`config.mk`:
```
export PLATFORM = sky130hd
export DESIGN_NAME = crc8_motor_command_transaction
export DESIGN_NICKNAME = d
export VERILOG_FILES = /design/src/design/mct_pkg.sv /design/src/design/mct_in_stage.sv /design/src/design/mct_core.sv /design/src/design/mct_out_stage.sv /design/src/design/crc8_motor_command_transaction.sv
export VERILOG_INCLUDE_DIRS = /design/src /design/src/design
export SDC_FILE = /design/constraint.sdc
export NUM_CORES = 1
export LEC_CHECK = 0
export BUFFER_PORTS_ARGS = -buffer_cell sky130_fd_sc_hd__buf_2
export CORE_MARGIN = 5
export CORE_UTILIZATION = 64
export DETAILED_ROUTE_END_ITERATION = 10
export PLACE_DENSITY = 0.79
export SYNTH_ARGS = -nofsm -noshare
export SYNTH_HDL_FRONTEND = slang
export SYNTH_SLANG_ARGS = --single-unit
```
`constraint.sdc`:
```
create_clock -name clk_i -period 10.3 [get_ports clk_i]
set_clock_uncertainty 0.2 [all_clocks]
set_input_delay 0.515 -clock clk_i [delete_from_list [all_inputs] [get_ports clk_i]]
set_output_delay 0.515 -clock clk_i [all_outputs]
set_load 0.01 [all_outputs]
```
`src/design/assert_macros.svh`:
```
// ---------------------------------------------------------------------------
// Assertion macros shared by the motor transaction design.
// Every macro samples on the rising edge of clk_i and stays quiet in reset.
// ---------------------------------------------------------------------------
`ifndef ASSERT_MACROS_SVH
`define ASSERT_MACROS_SVH

// The property must hold at every rising clock edge outside reset.
`define MCT_ASSERT(label, prop, msg) \
  label: assert property (@(posedge clk_i) disable iff (!rst_ni) (prop)) \
    else $error(msg);

// The condition must never be seen at a rising clock edge outside reset.
`define MCT_ASSERT_NEVER(label, cond, msg) \
  label: assert property (@(posedge clk_i) disable iff (!rst_ni) !(cond)) \
    else $error(msg);

`endif

```
`src/design/mct_pkg.sv`:
```
// ---------------------------------------------------------------------------
// mct_pkg
// Types, constants and helper functions of the motor command transaction.
// ---------------------------------------------------------------------------
package mct_pkg;

  // Field widths
  localparam int unsigned REQ_W      = 3;
  localparam int unsigned ANGLE_W    = 19;
  localparam int unsigned BYTE_W     = 8;
  localparam int unsigned RAW_W      = 16;
  localparam int unsigned MOTOR_ID_W = 4;
  localparam int unsigned TIMEOUT_W  = 16;

  // Stream widths
  localparam int unsigned S_TDATA_W  = 32;
  localparam int unsigned M_TDATA_W  = 72;

  // Configuration port
  localparam int unsigned CFG_IDX_W  = 1;
  localparam int unsigned CFG_DATA_W = 16;
  localparam logic [CFG_IDX_W-1:0] CFG_MOTOR_ID = 1'b0;
  localparam logic [CFG_IDX_W-1:0] CFG_TIMEOUT  = 1'b1;
  localparam logic [TIMEOUT_W-1:0] TIMEOUT_RST  = 16'd100;

  // Default tick counter width
  localparam int unsigned TICK_BITS_DEF = 16;

  // Frame geometry
  localparam int unsigned RX_LEN      = 10;
  localparam int unsigned RX_IDX_W    = $clog2(RX_LEN);
  localparam int unsigned FRAME_LEN   = 5;
  localparam int unsigned FRAME_CNT_W = $clog2(FRAME_LEN + 1);

  // Command bytes and CRC polynomial
  localparam logic [BYTE_W-1:0] CMD_ENABLE  = 8'h01;
  localparam logic [BYTE_W-1:0] CMD_DISABLE = 8'h02;
  localparam logic [BYTE_W-1:0] CMD_ANGLE   = 8'h05;
  localparam logic [BYTE_W-1:0] CRC_POLY    = 8'h07;

  // Angle conversion: two pi in unsigned Q3.16 and the scaled reciprocal
  localparam int unsigned      TWO_PI_INT   = 411775;
  localparam logic [ANGLE_W-1:0] TWO_PI_Q16 = ANGLE_W'(TWO_PI_INT);
  localparam logic [RAW_W-1:0] ANGLE_FULL   = 16'hFFFF;
  localparam int unsigned      ANGLE_SHIFT  = 24;
  localparam int unsigned      RECIP_W      = 22;
  localparam int unsigned      PROD_W       = ANGLE_W + RECIP_W;
  localparam int unsigned      EST_W        = PROD_W - ANGLE_SHIFT;
  localparam int unsigned      NUM_W        = ANGLE_W + RAW_W + 1;
  localparam longint unsigned  RECIP_L      =
    ((64'd65535 << ANGLE_SHIFT) + 64'(TWO_PI_INT / 2)) / 64'(TWO_PI_INT);
  localparam logic [RECIP_W-1:0] ANGLE_RECIP = RECIP_W'(RECIP_L);
  localparam logic [PROD_W-1:0]  EST_ROUND   = PROD_W'(1) << (ANGLE_SHIFT - 1);
  localparam logic [NUM_W-1:0]   HALF_TWO_PI = NUM_W'(TWO_PI_INT / 2);

  // Saturation of the signed feedback words
  localparam logic [RAW_W-1:0] RAW_MOST_NEG = 16'h8000;
  localparam logic [RAW_W-1:0] RAW_SAT_NEG  = 16'h8001;

  typedef enum logic [REQ_W-1:0] {
    REQ_ENABLE  = 3'd0,
    REQ_DISABLE = 3'd1,
    REQ_ANGLE   = 3'd2,
    REQ_TX_DONE = 3'd3,
    REQ_RX_BYTE = 3'd4,
    REQ_DMA_ERR = 3'd5,
    REQ_TICK    = 3'd6,
    REQ_CANCEL  = 3'd7
  } req_e;

  typedef enum logic {
    KIND_TX     = 1'b0,
    KIND_STATUS = 1'b1
  } kind_e;

  typedef enum logic [2:0] {
    ST_OK          = 3'd0,
    ST_BUSY        = 3'd1,
    ST_RANGE       = 3'd2,
    ST_TIMEOUT     = 3'd3,
    ST_DMA_ERR     = 3'd4,
    ST_ID_MISMATCH = 3'd5,
    ST_CRC_ERR     = 3'd6
  } status_e;

  // Registered input item, with the first angle estimate already formed
  typedef struct packed {
    req_e               req;
    logic [ANGLE_W-1:0] angle_q16;
    logic [BYTE_W-1:0]  rx_data;
    logic [EST_W-1:0]   angle_est;
  } item_t;

  // Feedback carried by a successful completion
  typedef struct packed {
    logic [RAW_W-1:0]        angle_raw;
    logic signed [RAW_W-1:0] speed_raw;
    logic signed [RAW_W-1:0] current_raw;
    logic                    motor_enabled;
    logic [BYTE_W-1:0]       motor_state;
  } fb_t;

  // Results of one item handed to the output stage
  typedef struct packed {
    logic                             load;
    kind_e                            kind;
    logic [FRAME_LEN-1:0][BYTE_W-1:0] frame;
    status_e                          status;
    fb_t                              fb;
  } res_t;

  // One byte of CRC8, MSB first, no reflection.
  function automatic logic [BYTE_W-1:0] crc8_next(input logic [BYTE_W-1:0] crc,
                                                  input logic [BYTE_W-1:0] data);
    logic [BYTE_W-1:0] c;
    c = crc ^ data;
    for (int unsigned b = 0; b < BYTE_W; b++) begin
      c = {c[BYTE_W-2:0], 1'b0} ^ (c[BYTE_W-1] ? CRC_POLY : '0);
    end
    return c;
  endfunction

  // Little-endian word with the most negative code pulled up by one.
  function automatic logic signed [RAW_W-1:0] sat_word(input logic [BYTE_W-1:0] lo,
                                                       input logic [BYTE_W-1:0] hi);
    logic [RAW_W-1:0] w;
    w = {hi, lo};
    if (w == RAW_MOST_NEG) begin
      w = RAW_SAT_NEG;
    end
    return $signed(w);
  endfunction

endpackage

```
`src/design/mct_in_stage.sv`:
```
// ---------------------------------------------------------------------------
// mct_in_stage
// Input register of the transaction block. Takes one item from the stream
// and forms the first estimate of the scaled angle on the way in.
// ---------------------------------------------------------------------------
module mct_in_stage
  import mct_pkg::*;
(
  input  logic                 clk_i,
  input  logic                 rst_ni,
  input  logic                 s_axis_tvalid,
  output logic                 s_axis_tready,
  input  logic [S_TDATA_W-1:0] s_axis_tdata,   // angle_q16, rx_data
  input  logic [REQ_W-1:0]     s_axis_tuser,   // req_type
  input  logic                 take_i,
  output logic                 valid_o,
  output item_t                item_o
);

  logic              valid_q;
  item_t             item_q;
  logic [PROD_W-1:0] prod;

  // The slot frees up in the same cycle that the core takes the item.
  assign s_axis_tready = !valid_q || take_i;

  // Angle times the reciprocal of two pi, rounded; within one of the result.
  assign prod = PROD_W'(s_axis_tdata[ANGLE_W-1:0]) * PROD_W'(ANGLE_RECIP) + EST_ROUND;

  // Valid flag
  always_ff @(posedge clk_i or negedge rst_ni) begin
    if (!rst_ni) begin
      valid_q <= 1'b0;
    end else if (s_axis_tready) begin
      valid_q <= s_axis_tvalid;
    end
  end

  // Item payload
  always_ff @(posedge clk_i) begin
    if (s_axis_tvalid && s_axis_tready) begin
      item_q.req       <= req_e'(s_axis_tuser);
      item_q.angle_q16 <= s_axis_tdata[ANGLE_W-1:0];
      item_q.rx_data   <= s_axis_tdata[ANGLE_W +: BYTE_W];
      item_q.angle_est <= prod[ANGLE_SHIFT +: EST_W];
    end
  end

  assign valid_o = valid_q;
  assign item_o  = item_q;

endmodule

```
`src/design/mct_core.sv`:
```
// ---------------------------------------------------------------------------
// mct_core
// Transaction state, configuration registers, frame build with CRC8, response
// collection and checking. One registered item per cycle while the output is free.
// ---------------------------------------------------------------------------
`include "assert_macros.svh"

module mct_core
  import mct_pkg::*;
#(
  parameter int unsigned TICK_BITS = TICK_BITS_DEF
) (
  input  logic                  clk_i,
  input  logic                  rst_ni,
  input  logic                  cfg_we_i,
  input  logic [CFG_IDX_W-1:0]  cfg_idx_i,
  input  logic [CFG_DATA_W-1:0] cfg_wdata_i,
  input  logic                  item_valid_i,
  input  item_t                 item_i,
  input  logic                  out_free_i,
  output logic                  take_o,
  output res_t                  res_o
);

  localparam int unsigned CMP_W = (TICK_BITS > TIMEOUT_W) ? TICK_BITS : TIMEOUT_W;
  localparam logic [TICK_BITS-1:0] TICK_MAX = {TICK_BITS{1'b1}};

  // Positions of the response fields
  localparam int unsigned IDX_ID      = 0;
  localparam int unsigned IDX_STATE   = 1;
  localparam int unsigned IDX_CUR_LO  = 3;
  localparam int unsigned IDX_CUR_HI  = 4;
  localparam int unsigned IDX_SPD_LO  = 5;
  localparam int unsigned IDX_SPD_HI  = 6;
  localparam int unsigned IDX_ANG_LO  = 7;
  localparam int unsigned IDX_ANG_HI  = 8;
  localparam int unsigned IDX_CRC     = RX_LEN - 1;

  logic [MOTOR_ID_W-1:0] motor_id_q;
  logic [TIMEOUT_W-1:0]  timeout_q;
  logic                  active_q, active_d;
  logic                  tx_fin_q, tx_fin_d;
  logic [RX_IDX_W-1:0]   rx_cnt_q, rx_cnt_d;
  logic [BYTE_W-1:0]     rx_crc_q, rx_crc_d;
  logic [TICK_BITS-1:0]  elapsed_q, elapsed_d;
  logic [BYTE_W-1:0]     rx_buf_q [RX_LEN];

  logic                  rx_wr;
  logic                  go_idle;
  logic                  complete;
  logic [TICK_BITS-1:0]  tick_next;
  logic                  tick_expired;
  logic                  angle_over;
  logic [NUM_W-1:0]      num;
  logic [NUM_W-1:0]      est_mul;
  logic signed [NUM_W:0] rem;
  logic [EST_W-1:0]      raw_est;
  logic [RAW_W-1:0]      angle_val;
  logic [BYTE_W-1:0]     id_byte;
  logic [BYTE_W-1:0]     cmd_byte;
  logic [RAW_W-1:0]      value_word;
  logic [BYTE_W-1:0]     frame_crc;
  logic [BYTE_W-1:0]     crc_byte;

  assign take_o  = item_valid_i && out_free_i;
  assign id_byte = BYTE_W'(motor_id_q);

  // Angle correction: exact remainder of the estimate decides one step up or down.
  assign num     = (NUM_W'(item_i.angle_q16) << RAW_W) - NUM_W'(item_i.angle_q16)
                   + HALF_TWO_PI;
  assign est_mul = NUM_W'(item_i.angle_est) * NUM_W'(TWO_PI_Q16);
  assign rem     = $signed({1'b0, num}) - $signed({1'b0, est_mul});

  always_comb begin
    if (rem < 0) begin
      raw_est = item_i.angle_est - 1'b1;
    end else if (rem >= $signed({1'b0, NUM_W'(TWO_PI_Q16)})) begin
      raw_est = item_i.angle_est + 1'b1;
    end else begin
      raw_est = item_i.angle_est;
    end
  end

  assign angle_over = item_i.angle_q16 > TWO_PI_Q16;
  assign angle_val  = (item_i.angle_q16 == TWO_PI_Q16) ? ANGLE_FULL : raw_est[RAW_W-1:0];

  // Command frame and its CRC
  always_comb begin
    if (item_i.req == REQ_ENABLE) begin
      cmd_byte = CMD_ENABLE;
    end else if (item_i.req == REQ_DISABLE) begin
      cmd_byte = CMD_DISABLE;
    end else begin
      cmd_byte = CMD_ANGLE;
    end
  end

  assign value_word = (item_i.req == REQ_ANGLE) ? angle_val : '0;
  assign frame_crc  = crc8_next(crc8_next(crc8_next(crc8_next('0, id_byte), cmd_byte),
                                          value_word[BYTE_W-1:0]),
                                value_word[RAW_W-1:BYTE_W]);

  // Tick counter saturates at its all-ones value.
  assign tick_next    = (elapsed_q == TICK_MAX) ? elapsed_q : elapsed_q + 1'b1;
  assign tick_expired = (CMP_W'(tick_next) >= CMP_W'(timeout_q)) || (tick_next == TICK_MAX);

  // The tenth byte may arrive in this very cycle.
  assign crc_byte = rx_wr ? item_i.rx_data : rx_buf_q[IDX_CRC];

  // Next state and results
  always_comb begin
    active_d  = active_q;
    tx_fin_d  = tx_fin_q;
    rx_cnt_d  = rx_cnt_q;
    rx_crc_d  = rx_crc_q;
    elapsed_d = elapsed_q;
    rx_wr     = 1'b0;
    go_idle   = 1'b0;
    complete  = 1'b0;
    res_o     = '0;
    res_o.kind   = KIND_STATUS;
    res_o.status = ST_OK;

    if (take_o) begin
      unique case (item_i.req)
        REQ_ENABLE, REQ_DISABLE, REQ_ANGLE: begin
          res_o.load = 1'b1;
          if (item_i.req == REQ_ANGLE && angle_over) begin
            res_o.status = ST_RANGE;
          end else if (active_q) begin
            res_o.status = ST_BUSY;
          end else begin
            res_o.kind  = KIND_TX;
            res_o.frame = {frame_crc, value_word[RAW_W-1:BYTE_W],
                           value_word[BYTE_W-1:0], cmd_byte, id_byte};
            active_d    = 1'b1;
            tx_fin_d    = 1'b0;
            rx_cnt_d    = '0;
            rx_crc_d    = '0;
            elapsed_d   = '0;
          end
        end
        REQ_TX_DONE: begin
          if (active_q) begin
            tx_fin_d = 1'b1;
            complete = (rx_cnt_q == RX_IDX_W'(RX_LEN));
          end
        end
        REQ_RX_BYTE: begin
          if (active_q) begin
            if (rx_cnt_q < RX_IDX_W'(RX_LEN)) begin
              rx_wr    = 1'b1;
              rx_cnt_d = rx_cnt_q + 1'b1;
              if (rx_cnt_q < RX_IDX_W'(IDX_CRC)) begin
                rx_crc_d = crc8_next(rx_crc_q, item_i.rx_data);
              end
            end
            complete = tx_fin_q && (rx_cnt_d == RX_IDX_W'(RX_LEN));
          end
        end
        REQ_DMA_ERR: begin
          if (active_q) begin
            go_idle      = 1'b1;
            res_o.load   = 1'b1;
            res_o.status = ST_DMA_ERR;
          end
        end
        REQ_TICK: begin
          if (active_q) begin
            elapsed_d = tick_next;
            if (tick_expired) begin
              go_idle      = 1'b1;
              res_o.load   = 1'b1;
              res_o.status = ST_TIMEOUT;
            end
          end
        end
        REQ_CANCEL: begin
          go_idle      = 1'b1;
          res_o.load   = 1'b1;
          res_o.status = ST_OK;
        end
      endcase

      // Both sides done: check the response.
      if (complete) begin
        go_idle    = 1'b1;
        res_o.load = 1'b1;
        if (rx_buf_q[IDX_ID] != id_byte) begin
          res_o.status = ST_ID_MISMATCH;
        end else if (rx_crc_q != crc_byte) begin
          res_o.status = ST_CRC_ERR;
        end else begin
          res_o.status           = ST_OK;
          res_o.fb.motor_state   = rx_buf_q[IDX_STATE];
          res_o.fb.motor_enabled = rx_buf_q[IDX_STATE][0];
          res_o.fb.current_raw   = sat_word(rx_buf_q[IDX_CUR_LO], rx_buf_q[IDX_CUR_HI]);
          res_o.fb.speed_raw     = sat_word(rx_buf_q[IDX_SPD_LO], rx_buf_q[IDX_SPD_HI]);
          res_o.fb.angle_raw     = {rx_buf_q[IDX_ANG_HI], rx_buf_q[IDX_ANG_LO]};
        end
      end
    end

    if (go_idle) begin
      active_d  = 1'b0;
      tx_fin_d  = 1'b0;
      rx_cnt_d  = '0;
      elapsed_d = '0;
    end
  end

  // Transaction state
  always_ff @(posedge clk_i or negedge rst_ni) begin
    if (!rst_ni) begin
      active_q  <= 1'b0;
      tx_fin_q  <= 1'b0;
      rx_cnt_q  <= '0;
      rx_crc_q  <= '0;
      elapsed_q <= '0;
    end else begin
      active_q  <= active_d;
      tx_fin_q  <= tx_fin_d;
      rx_cnt_q  <= rx_cnt_d;
      rx_crc_q  <= rx_crc_d;
      elapsed_q <= elapsed_d;
    end
  end

  // Configuration registers
  always_ff @(posedge clk_i or negedge rst_ni) begin
    if (!rst_ni) begin
      motor_id_q <= '0;
      timeout_q  <= TIMEOUT_RST;
    end else if (cfg_we_i) begin
      unique case (cfg_idx_i)
        CFG_MOTOR_ID: motor_id_q <= cfg_wdata_i[MOTOR_ID_W-1:0];
        CFG_TIMEOUT:  timeout_q  <= cfg_wdata_i[TIMEOUT_W-1:0];
      endcase
    end
  end

  // Response bytes, written at the current count
  always_ff @(posedge clk_i) begin
    for (int unsigned i = 0; i < RX_LEN; i++) begin
      if (rx_wr && (rx_cnt_q == RX_IDX_W'(i))) begin
        rx_buf_q[i] <= item_i.rx_data;
      end
    end
  end

  `MCT_ASSERT(a_rx_cnt_range, rx_cnt_q <= RX_IDX_W'(RX_LEN), "response count beyond frame length")
  `MCT_ASSERT(a_idle_clean, !active_q |-> (rx_cnt_q == '0) && !tx_fin_q && (elapsed_q == '0), "idle with stale transaction state")
  `MCT_ASSERT(a_frame_starts, take_o && res_o.load && (res_o.kind == KIND_TX) |=> active_q, "frame sent but transaction not active")

endmodule

```
`src/design/mct_out_stage.sv`:
```
// ---------------------------------------------------------------------------
// mct_out_stage
// Result register. Holds a five-byte frame or one status result and hands
// the items out one per cycle on the master stream while the receiver is ready.
// ---------------------------------------------------------------------------
`include "assert_macros.svh"

module mct_out_stage
  import mct_pkg::*;
(
  input  logic                 clk_i,
  input  logic                 rst_ni,
  input  res_t                 res_i,
  output logic                 free_o,
  output logic                 m_axis_tvalid,
  input  logic                 m_axis_tready,
  // tx_data, status, motor_state, motor_enabled, current_raw, speed_raw, angle_raw
  output logic [M_TDATA_W-1:0] m_axis_tdata,
  output logic                 m_axis_tuser,   // result_kind
  output logic                 m_axis_tlast    // last
);

  logic                             valid_q;
  logic [FRAME_CNT_W-1:0]           cnt_q;
  kind_e                            kind_q;
  logic [FRAME_LEN-1:0][BYTE_W-1:0] frame_q;
  status_e                          status_q;
  fb_t                              fb_q;
  logic                             last;
  logic                             pop;

  assign last   = (kind_q == KIND_STATUS) || (cnt_q == FRAME_CNT_W'(1));
  assign pop    = valid_q && m_axis_tready;
  assign free_o = !valid_q || (pop && last);

  // Valid flag and remaining item count
  always_ff @(posedge clk_i or negedge rst_ni) begin
    if (!rst_ni) begin
      valid_q <= 1'b0;
      cnt_q   <= '0;
    end else if (res_i.load) begin
      valid_q <= 1'b1;
      cnt_q   <= (res_i.kind == KIND_TX) ? FRAME_CNT_W'(FRAME_LEN) : FRAME_CNT_W'(1);
    end else if (pop) begin
      valid_q <= !last;
      cnt_q   <= cnt_q - 1'b1;
    end
  end

  // Payload; the frame shifts down one byte per item handed out.
  always_ff @(posedge clk_i) begin
    if (res_i.load) begin
      kind_q   <= res_i.kind;
      frame_q  <= res_i.frame;
      status_q <= res_i.status;
      fb_q     <= res_i.fb;
    end else if (pop) begin
      frame_q  <= frame_q >> BYTE_W;
    end
  end

  // Stream outputs
  assign m_axis_tvalid = valid_q;
  assign m_axis_tuser  = kind_q;
  assign m_axis_tlast  = last;
  assign m_axis_tdata  = (kind_q == KIND_TX) ? M_TDATA_W'(frame_q[0]) :
                         {4'b0000, fb_q.angle_raw, fb_q.speed_raw, fb_q.current_raw,
                          fb_q.motor_enabled, fb_q.motor_state, status_q, 8'h00};

  `MCT_ASSERT(a_frame_cnt, valid_q && (kind_q == KIND_TX) |-> (cnt_q != '0) && (cnt_q <= FRAME_CNT_W'(FRAME_LEN)), "frame count out of range")
  `MCT_ASSERT(a_load_when_free, res_i.load |-> free_o, "result loaded over a pending one")
  `MCT_ASSERT(a_hold_to_last, valid_q && m_axis_tready && !last |=> valid_q, "frame dropped before its last byte")

endmodule

```
`src/design/crc8_motor_command_transaction.sv`:
```
// An accepted item is held in the input register; the core writes its first result
// to the result register, which drives the output stream. Throughput: one item per
// cycle while the result register is free; a start command holds it until all five
// frame bytes are out. Reset (asynchronous, active low) makes the block idle,
// motor_id 0, timeout 100 ticks; no clearing pass is needed.
// ---------------------------------------------------------------------------
// crc8_motor_command_transaction
// Command/response engine for a serially addressed motor: frames commands
// with CRC8, collects the ten-byte response and reports status and feedback.
// ---------------------------------------------------------------------------
module crc8_motor_command_transaction
  import mct_pkg::*;
#(
  parameter int unsigned TICK_BITS = TICK_BITS_DEF
) (
  input  logic                  clk_i,
  input  logic                  rst_ni,
  input  logic                  cfg_we_i,
  input  logic [CFG_IDX_W-1:0]  cfg_idx_i,
  input  logic [CFG_DATA_W-1:0] cfg_wdata_i,
  input  logic                  s_axis_tvalid,
  output logic                  s_axis_tready,
  input  logic [S_TDATA_W-1:0]  s_axis_tdata,   // angle_q16, rx_data
  input  logic [REQ_W-1:0]      s_axis_tuser,   // req_type
  output logic                  m_axis_tvalid,
  input  logic                  m_axis_tready,
  // tx_data, status, motor_state, motor_enabled, current_raw, speed_raw, angle_raw
  output logic [M_TDATA_W-1:0]  m_axis_tdata,
  output logic                  m_axis_tuser,   // result_kind
  output logic                  m_axis_tlast    // last
);

  logic  item_valid;
  item_t item;
  logic  take;
  logic  out_free;
  res_t  res;

  mct_in_stage u_in_stage (
    .clk_i         (clk_i),
    .rst_ni        (rst_ni),
    .s_axis_tvalid (s_axis_tvalid),
    .s_axis_tready (s_axis_tready),
    .s_axis_tdata  (s_axis_tdata),
    .s_axis_tuser  (s_axis_tuser),
    .take_i        (take),
    .valid_o       (item_valid),
    .item_o        (item)
  );

  mct_core #(
    .TICK_BITS (TICK_BITS)
  ) u_core (
    .clk_i        (clk_i),
    .rst_ni       (rst_ni),
    .cfg_we_i     (cfg_we_i),
    .cfg_idx_i    (cfg_idx_i),
    .cfg_wdata_i  (cfg_wdata_i),
    .item_valid_i (item_valid),
    .item_i       (item),
    .out_free_i   (out_free),
    .take_o       (take),
    .res_o        (res)
  );

  mct_out_stage u_out_stage (
    .clk_i         (clk_i),
    .rst_ni        (rst_ni),
    .res_i         (res),
    .free_o        (out_free),
    .m_axis_tvalid (m_axis_tvalid),
    .m_axis_tready (m_axis_tready),
    .m_axis_tdata  (m_axis_tdata),
    .m_axis_tuser  (m_axis_tuser),
    .m_axis_tlast  (m_axis_tlast)
  );

endmodule

```
Word-level counts from Yosys, hierarchy flattened
Memories as Yosys holds them, arrays and structs flattened.
Cells that the tools add are included.
{"block": "totals", "register_bits": 203, "word_cells": 343, "inputBits": 57, "out_inout_bits": 76, "mem_bits_rw": 80, "mem_count": 1}
{"block": "classes", "magnitude_cmp": 6, "eq_ne": 37, "n_addsub": 9, "reduce_logical": 53, "bitwise": 43, "multipliers": 2, "muxes": 164}
{"memory": "u_core.rx_buf_q", "words": 10, "word_bits": 8, "read_ports": 9, "rd_clocked_by_memory_dff": 0, "write_ports": 1, "line": "mct_core.sv:46", "rtl": "logic [BYTE_W-1:0] rx_buf_q [RX_LEN];"}
{"cell": "8-bit XOR", "count": 40}
{"cell": "16-bit two-way mux", "count": 12}
{"cell": "3-bit two-way mux", "count": 46}
{"cell": "41-bit two-way mux", "count": 3}
{"cell": "8-bit two-way mux", "count": 15}
{"cell": "57-bit two-way mux", "count": 2}
{"cell": "102-bit two-way mux", "count": 1}
{"cell": "40-bit two-way mux", "count": 2}
{"cell": "4-bit two-way mux", "count": 18}
{"cell": "8-bit OR reduction", "count": 9}
{"cell": "68-bit two-way mux", "count": 1}
{"cell": "16-bit == test, second input constant", "count": 4}
{"cell": "60-bit two-way mux", "count": 1}
{"cell": "1-bit two-way mux", "count": 54}
{"cell": "41-bit by 24-bit adder with 41-bit output, second input constant", "count": 1}
{"cell": "19-bit by 22-bit multiplier with 41-bit output, second input constant", "count": 1}
{"cell": "37-bit by 20-bit >= comparator with 1-bit output, second input constant", "count": 1}
{"cell": "37-bit by 1-bit less-than comparator with 1-bit output, second input constant", "count": 1}
{"cell": "36-bit by 36-bit subtractor with 37-bit output", "count": 1}
{"cell": "36-bit by 18-bit adder with 36-bit output, second input constant", "count": 1}
{"cell": "17-bit by 19-bit multiplier with 36-bit output, second input constant", "count": 1}
{"cell": "35-bit by 19-bit subtractor with 36-bit output", "count": 1}
{"cell": "16-bit by 1-bit adder with 16-bit output, second input constant", "count": 2}
{"cell": "16-bit case mux with 2 select lines", "count": 1}
{"cell": "other kinds (42)", "count": 95}

Longest topological paths before layout
{"block": "logic_depth", "word_depth": 65, "depth_mapped": 42, "depth_no_buf": 40}

Cells and area by module
From an unflattened synthesis, not the netlist that was laid out.
{"block": "hier_totals", "cells_unflattened": 3111, "area_unflattened_um2": 31336.3}
{"module": "mct_core", "area_each_um2": 17494.3, "n_inst": 1, "seq_area_each_um2": 3417.0, "cells_each": 1955}
{"module": "mct_in_stage", "area_each_um2": 9512.9, "n_inst": 1, "seq_area_each_um2": 1436.4, "cells_each": 906}
{"module": "mct_out_stage", "area_each_um2": 4329.2, "n_inst": 1, "seq_area_each_um2": 3133.0, "cells_each": 250}

Worst setup path before layout
OpenSTA, ideal clock, no wires.
{"block": "synth_path", "path_type": "reg-to-reg", "startpoint": "register u_in_stage.item_q (netlist bit u_in_stage.item_o[15])", "endpoint": "register u_out_stage.frame_q[35] (netlist bit) (data pin)", "path_stages_with_launch": 31, "setup_ns": 0.132, "path_slack_ns": 1.689, "period_less_slack_ns": 8.611, "n_path_buf": 1, "arrival_time_ns": 8.280, "required_ns": 9.968, "path_cell_list": "edfxtp_1 -> inv_1 -> fa_1 -> ha_1 -> xor2_1 -> fa_1 -> fa_1 -> inv_1 -> fa_1 -> inv_1 -> fa_1 -> inv_1 -> ha_1 -> clkbuf_1 -> and4_1 -> o21a_1 -> a31o_2 -> and3_1 -> a311o_1 -> o31ai_1 -> o311ai_1 -> nor4b_2 -> nand4b_2 -> nor3_4 -> mux2i_1 -> nand4_2 -> xor2_2 -> xnor2_1 -> xnor3_1 -> or3_1 -> nand2_1"}
{"block": "synth_between", "elab_chain_cells": 33, "elab_cells_between_ends": 44, "cone_classes": "add/sub (3); mul (1); order compare (2); mux (20); bitwise (18)"}
{"item": "from (decl)", "line": "mct_in_stage.sv:21", "rtl": "item_t item_q;"}
{"item": "17-bit by 19-bit multiplier with 36-bit output", "line": "mct_core.sv:71", "rtl": "assign est_mul = NUM_W'(item_i.angle_est) * NUM_W'(TWO_PI_Q16);"}
{"item": "36-bit by 36-bit subtractor with 37-bit output", "line": "mct_core.sv:72", "rtl": "assign rem = $signed({1'b0, num}) - $signed({1'b0, est_mul});"}
{"item": "37-bit by 20-bit >= comparator with 1-bit output", "line": "mct_core.sv:77", "rtl": "end else if (rem >= $signed({1'b0, NUM_W'(TWO_PI_Q16)})) begin"}
{"item": "16-bit two-way mux", "line": "mct_core.sv:77"}
{"item": "16-bit two-way mux (*)", "line": "mct_core.sv:75", "rtl": "if (rem < 0) begin"}
{"item": "16-bit two-way mux (*)", "line": "mct_core.sv:85", "rtl": "assign angle_val = (item_i.angle_q16 == TWO_PI_Q16) ? ANGLE_FULL : raw_est[RAW_W-1:0];"}
{"item": "16-bit two-way mux (*)", "line": "mct_core.sv:98", "rtl": "assign value_word = (item_i.req == REQ_ANGLE) ? angle_val : '0;"}
{"item": "8-bit XOR", "line": "mct_pkg.sv:116", "rtl": "c = crc ^ data;"}
{"item": "(+11 left out)"}
{"item": "8-bit XOR (*) (4 in a row)", "line": "mct_pkg.sv:118", "rtl": "c = {c[BYTE_W-2:0], 1'b0} ^ (c[BYTE_W-1] ? CRC_POLY : '0);"}
{"item": "3-bit two-way mux or 8-bit XOR (tied branches)", "line": "mct_pkg.sv:118"}
{"item": "8-bit XOR (*) (4 in a row)", "line": "mct_pkg.sv:118"}
{"item": "41-bit two-way mux (*)", "line": "mct_core.sv:130", "rtl": "end else if (active_q) begin"}
{"item": "41-bit two-way mux (*)", "line": "mct_core.sv:128", "rtl": "if (item_i.req == REQ_ANGLE && angle_over) begin"}
{"item": "41-bit two-way mux (*)", "line": "mct_core.sv:125", "rtl": "unique case (item_i.req)"}
{"item": "102-bit two-way mux (*)", "line": "mct_core.sv:124", "rtl": "if (take_o) begin"}
{"item": "40-bit two-way mux (*)", "line": "mct_out_stage.sv:52", "rtl": "if (res_i.load) begin"}
{"item": "to (signal assigned)", "line": "mct_out_stage.sv:54", "rtl": "frame_q <= res_i.frame;"}
{"item": "to (signal assigned)", "line": "mct_out_stage.sv:58", "rtl": "frame_q <= frame_q >> BYTE_W;"}
{"item": "to (decl)", "line": "mct_out_stage.sv:26", "rtl": "logic [FRAME_LEN-1:0][BYTE_W-1:0] frame_q;"}
Mark *: on every way between the ends. The rest lies on a longest branch, timed or not.
A chain may end at the register's enable or synchronous reset.

Worst setup path after layout
{"block": "layout_path", "startpoint": "register u_in_stage.item_q (netlist bit u_in_stage.item_o[34])", "endpoint": "register u_out_stage.frame_q[35] (netlist bit) (data pin)"}
{"block": "layout_between", "elab_chain_cells": 34, "elab_cells_between_ends": 46, "cone_classes": "add/sub (3); order compare (3); eq/ne (1); mux (20); bitwise (18); reduce/logical (1)"}
{"item": "35-bit by 19-bit subtractor with 36-bit output", "line": "mct_core.sv:69", "rtl": "assign num = (NUM_W'(item_i.angle_q16) << RAW_W) - NUM_W'(item_i.angle_q16)"}
{"item": "36-bit by 18-bit adder with 36-bit output", "line": "mct_core.sv:70", "rtl": "+ HALF_TWO_PI;"}
{"item": "36-bit by 36-bit subtractor with 37-bit output", "line": "mct_core.sv:72"}
{"item": "37-bit by 20-bit >= comparator with 1-bit output", "line": "mct_core.sv:77"}
{"item": "16-bit two-way mux", "line": "mct_core.sv:77"}
{"item": "16-bit two-way mux", "line": "mct_core.sv:75"}
{"item": "16-bit two-way mux", "line": "mct_core.sv:85"}
{"item": "16-bit two-way mux", "line": "mct_core.sv:98"}
{"item": "(+16 left out)"}
{"item": "3-bit two-way mux or 8-bit XOR (tied branches)", "line": "mct_pkg.sv:118"}
{"item": "8-bit XOR or 3-bit two-way mux (tied branches) (2 in a row)", "line": "mct_pkg.sv:118"}
{"item": "8-bit XOR (2 in a row)", "line": "mct_pkg.sv:118"}
{"item": "41-bit two-way mux", "line": "mct_core.sv:130"}
{"item": "41-bit two-way mux (*)", "line": "mct_core.sv:128"}
{"item": "41-bit two-way mux (*)", "line": "mct_core.sv:125"}
{"item": "102-bit two-way mux (*)", "line": "mct_core.sv:124"}
{"item": "40-bit two-way mux (*)", "line": "mct_out_stage.sv:52"}
Marked as above.

==> summary.txt <==
Floorplanning
  • Die area: 0.0509 mm^2
  • Row count: 79
  • Core area: 0.0463 mm^2
  • Die X: 226 um
  • Initial Util: 0.643
  • Num ports: 133
  • Die Ht: 226 um

Critical path
  • Reg-to-reg startpoint: u_in_stage.item_o[34]
  • Worst EP arrival: 10030 ps
  • CP Class: register to register
  • Max incr delay on CP: 570 ps
  • Worst path bufs/invs: 6
  • Stages on worst setup path: 37
  • CP Capture Type: register
  • R2R cell count: 37
  • Crit-path leading delay family: compound AO/OA/AOI/OAI gates
  • Crit-path max FO: 11
  • Critical Path Start Type: register
  • R2R setup slack: 490 ps
  • CP required: 10520 ps
  • CP max-delay cell: fa_1
  • Worst r2r dst: u_out_stage.frame_q[35]

Global route
  • First-pass GRT wire length: 110000 um
  • Initial antenna violation count: 1
  • Largest net degree at the start of global routing: 70
  • Grt total ovfl: 0
  • Tot GR Track Use: 0.270
  • Number of global-route vias before repair: 21400

Placed design
  • Placer Congestion: 0.979
  • IO Port Bufs: 123
  • Pre-CTS setup slack: 533 ps
  • Final HPWL DP: 57000 um

Synth
  • Prevailing post-synth register cell: edfxtp_1
  • Post-synth cell types: 95
  • Sequential fraction of the synthesis area: 0.267
  • Mapped Area: 0.0298 mm^2
  • Synthesized area per cell: 10.3 um^2
  • Number of warnings issued by yosys: 0
  • Post-synthesis register bit count: 274
  • Post-synth EDFFs: 219
  • Post-Syn Instances: 2889
  • Post-synth ARST share: 0.201

Hold path
  • Worst Hold End: u_core.motor_id_q[1]
  • Hold Path Cell Cnt: 2
  • Worst Hold Launch: cfg_wdata_i[1]
  • Hold/Removal Path Class: primary input to register

STA
  • Max Clock Freq: 102 MHz
  • Final Critical Period: 9810 ps
  • PnR worst setup slack: 494 ps
  • Worst-Margin Slew: 1300 ps
  • Fin crit share: 0.952
  • Slew headroom: 0.121
  • Unrepaired setup endpoints after global routing: no
  • Slew Limit Fails: 0
  • Final-report hold violation count: 0
  • Setup violators final: 0
  • Worst hold margin: 38.1 ps
  • Total Neg Setup Slack: 0 ps

Flow run
  • Max-capacitance violation count: 0

Routing
  • DRT antenna net count: 0
  • Vias per Instance: 5.68
  • DRC violation count after routing: 0
  • Iteration-0 DRC Markers: 1339
  • Total number of vias: 20900
  • Pre-antenna DRT Iters: 5
  • WL/cell: 18.7 um
  • Routed wire length: 68600 um

Clock tree
  • Num CTS Buffers: 28
  • CTS max path bufs: 3
  • H-tree levels: 1
  • TritonCTS clock tree: built
  • Root buf cell: clkbuf_16
  • Clk Latency, worst-skew pair: 570 ps
  • # resized after CTS: 0
  • Clock-pin slew on the worst setup and hold paths: 60 ps
  • Clock sink count: 274

Status
  • Status: finished clean

Finish
  • Fraction of layout instances using a drive strength above 1: 0.0859
  • Area Growth Syn to Fin: 8.60%
  • Final Net Count: 3840
==> how the worst max path moves through the flow <==
stage                                      from                      end  slack (ps)
after global routing      u_in_stage.item_o[16]  u_out_stage.frame_q[36]          30
after detailed placement  u_in_stage.item_o[34]  u_out_stage.frame_q[35]         530
final                     u_in_stage.item_o[34]  u_out_stage.frame_q[35]         490
after floorplan           u_in_stage.item_o[15]  u_out_stage.frame_q[35]        1690
after CTS                 u_in_stage.item_o[38]  u_out_stage.frame_q[35]         490
after global placement    u_in_stage.item_o[34]  u_out_stage.frame_q[35]         650
==> sequential cells by signal, indices dropped and copies added (netlist names), 3 cells and up <==
signal / count
u_core.timeout_q: 16
u_core.rx_buf_q: 72
u_out_stage.cnt_q: 3
u_core.motor_id_q: 4
u_out_stage.fb_q: 56
u_in_stage.item_o: 47
u_core.rx_crc_q: 8
u_out_stage.frame_q: 40
u_core.rx_cnt_q: 4
u_out_stage.status_q: 3
u_core.elapsed_q: 16
==> cell families (layout without fill, tap and decap cells) <==
logic type                 after synthesis  count (layout)  share of synthesized area
DFF                                    274             274                      0.267
and+or+nand+nor                        592             592                      0.105
buffers and inverters                  677             847                     0.0862
muxes                                   37              37                     0.0133
xor gates and xnor gates               169             169                     0.0536
adders and majority gates              742             742                      0.383
AOI/OAI and AO/OA                      397             397                     0.0908
other                                    1               6                   0.000126
==> timing repair <==
action / CTS / global route
buffers inserted: 0 / 7
endpoints found under the setup margin: 0 / 3
hold buffers: 25 / 0
endpoints found under the hold margin: 76 / 0
==> routing by layer <==
layer	GRT usage	vias to the layer above	part of all wire
met4	0.0672	2	0.027
met5	0	-	0.00029
met1	0.361	10200	0.41
met2	0.475	663	0.50
met3	0.0316	127	0.062
li1	-	9897	-
==> final cells by class <==
class                      instances  area, um^2
fill                            3372       13900
sequential                       274        7960
inverter                         612        2300
clock inverter                    18         186
tap                              607         759
multi-input combinational       1941       19300
antenna                            2        5.00
clock buffer                      33         719
timing repair buffer             184        1140
==> synth_stat cells (17+ instances only) <==
| cell type | number | area, um^2 |
|---|---|---|
| inv_1 | 612 | 2300 |
| ha_1 | 459 | 5740 |
| fa_1 | 283 | 5670 |
| edfxtp_1 | 219 | 6580 |
| nand2_1 | 132 | 495 |
| xnor2_1 | 102 | 893 |
| nor2_1 | 100 | 375 |
| a21oi_1 | 98 | 490 |
| and2_1 | 96 | 601 |
| o21ai_0 | 67 | 335 |
| xor2_1 | 58 | 508 |
| and3_1 | 57 | 357 |
| clkbuf_1 | 54 | 203 |
| dfrtp_1 | 52 | 1300 |
| a21o_1 | 48 | 360 |
| nand3_1 | 48 | 240 |
| nand4_1 | 24 | 150 |
| nor3_1 | 24 | 120 |
| nor2b_1 | 21 | 131 |
| a22o_1 | 20 | 175 |
| mux2_2 | 20 | 225 |
| nor4_1 | 20 | 125 |
| a31oi_1 | 19 | 119 |
| nand2b_1 | 18 | 113 |
| o21a_1 | 17 | 128 |
==> worst register-to-register path, delay by kind of cell (launching register included) <==
kind	cells	cell delay, ps
adder cells (fa/ha/maj)	6	2550
AND/OR/NAND/NOR	7	1820
buffers and inverters	6	620
AO/OA/AOI/OAI	14	3140
XOR/XNOR	4	970
flip-flops	1	400
==> cell usage in the layout (no fill, tap or decap), types with 52 or more instances in the layout <==
cell type	n
xor2_1	58
inv_1	611
ha_1	459
edfxtp_1	219
buf_2	123
xnor2_1	102
and2_1	95
o21ai_0	67
dfrtp_1	52
and3_1	57
nand2_1	132
a21oi_1	98
nor2_1	99
fa_1	283
==> through the flow <==
| stage | std cells | area (um^2) | util |
|---|---|---|---|
| after global placement | 3586 | 31100 | 0.672 |
| after floorplan | 2892 | 29800 | - |
| after detailed placement | 3586 | 31100 | 0.672 |
| after global routing | 3669 | 32300 | 0.699 |
| after CTS | 3662 | 32300 | 0.697 |
| final | 3671 | 32300 | 0.699 |
Power is left out: the tool's default activity adds up to more than one toggle a clock period on the data nets, which glitch-free logic cannot reach.
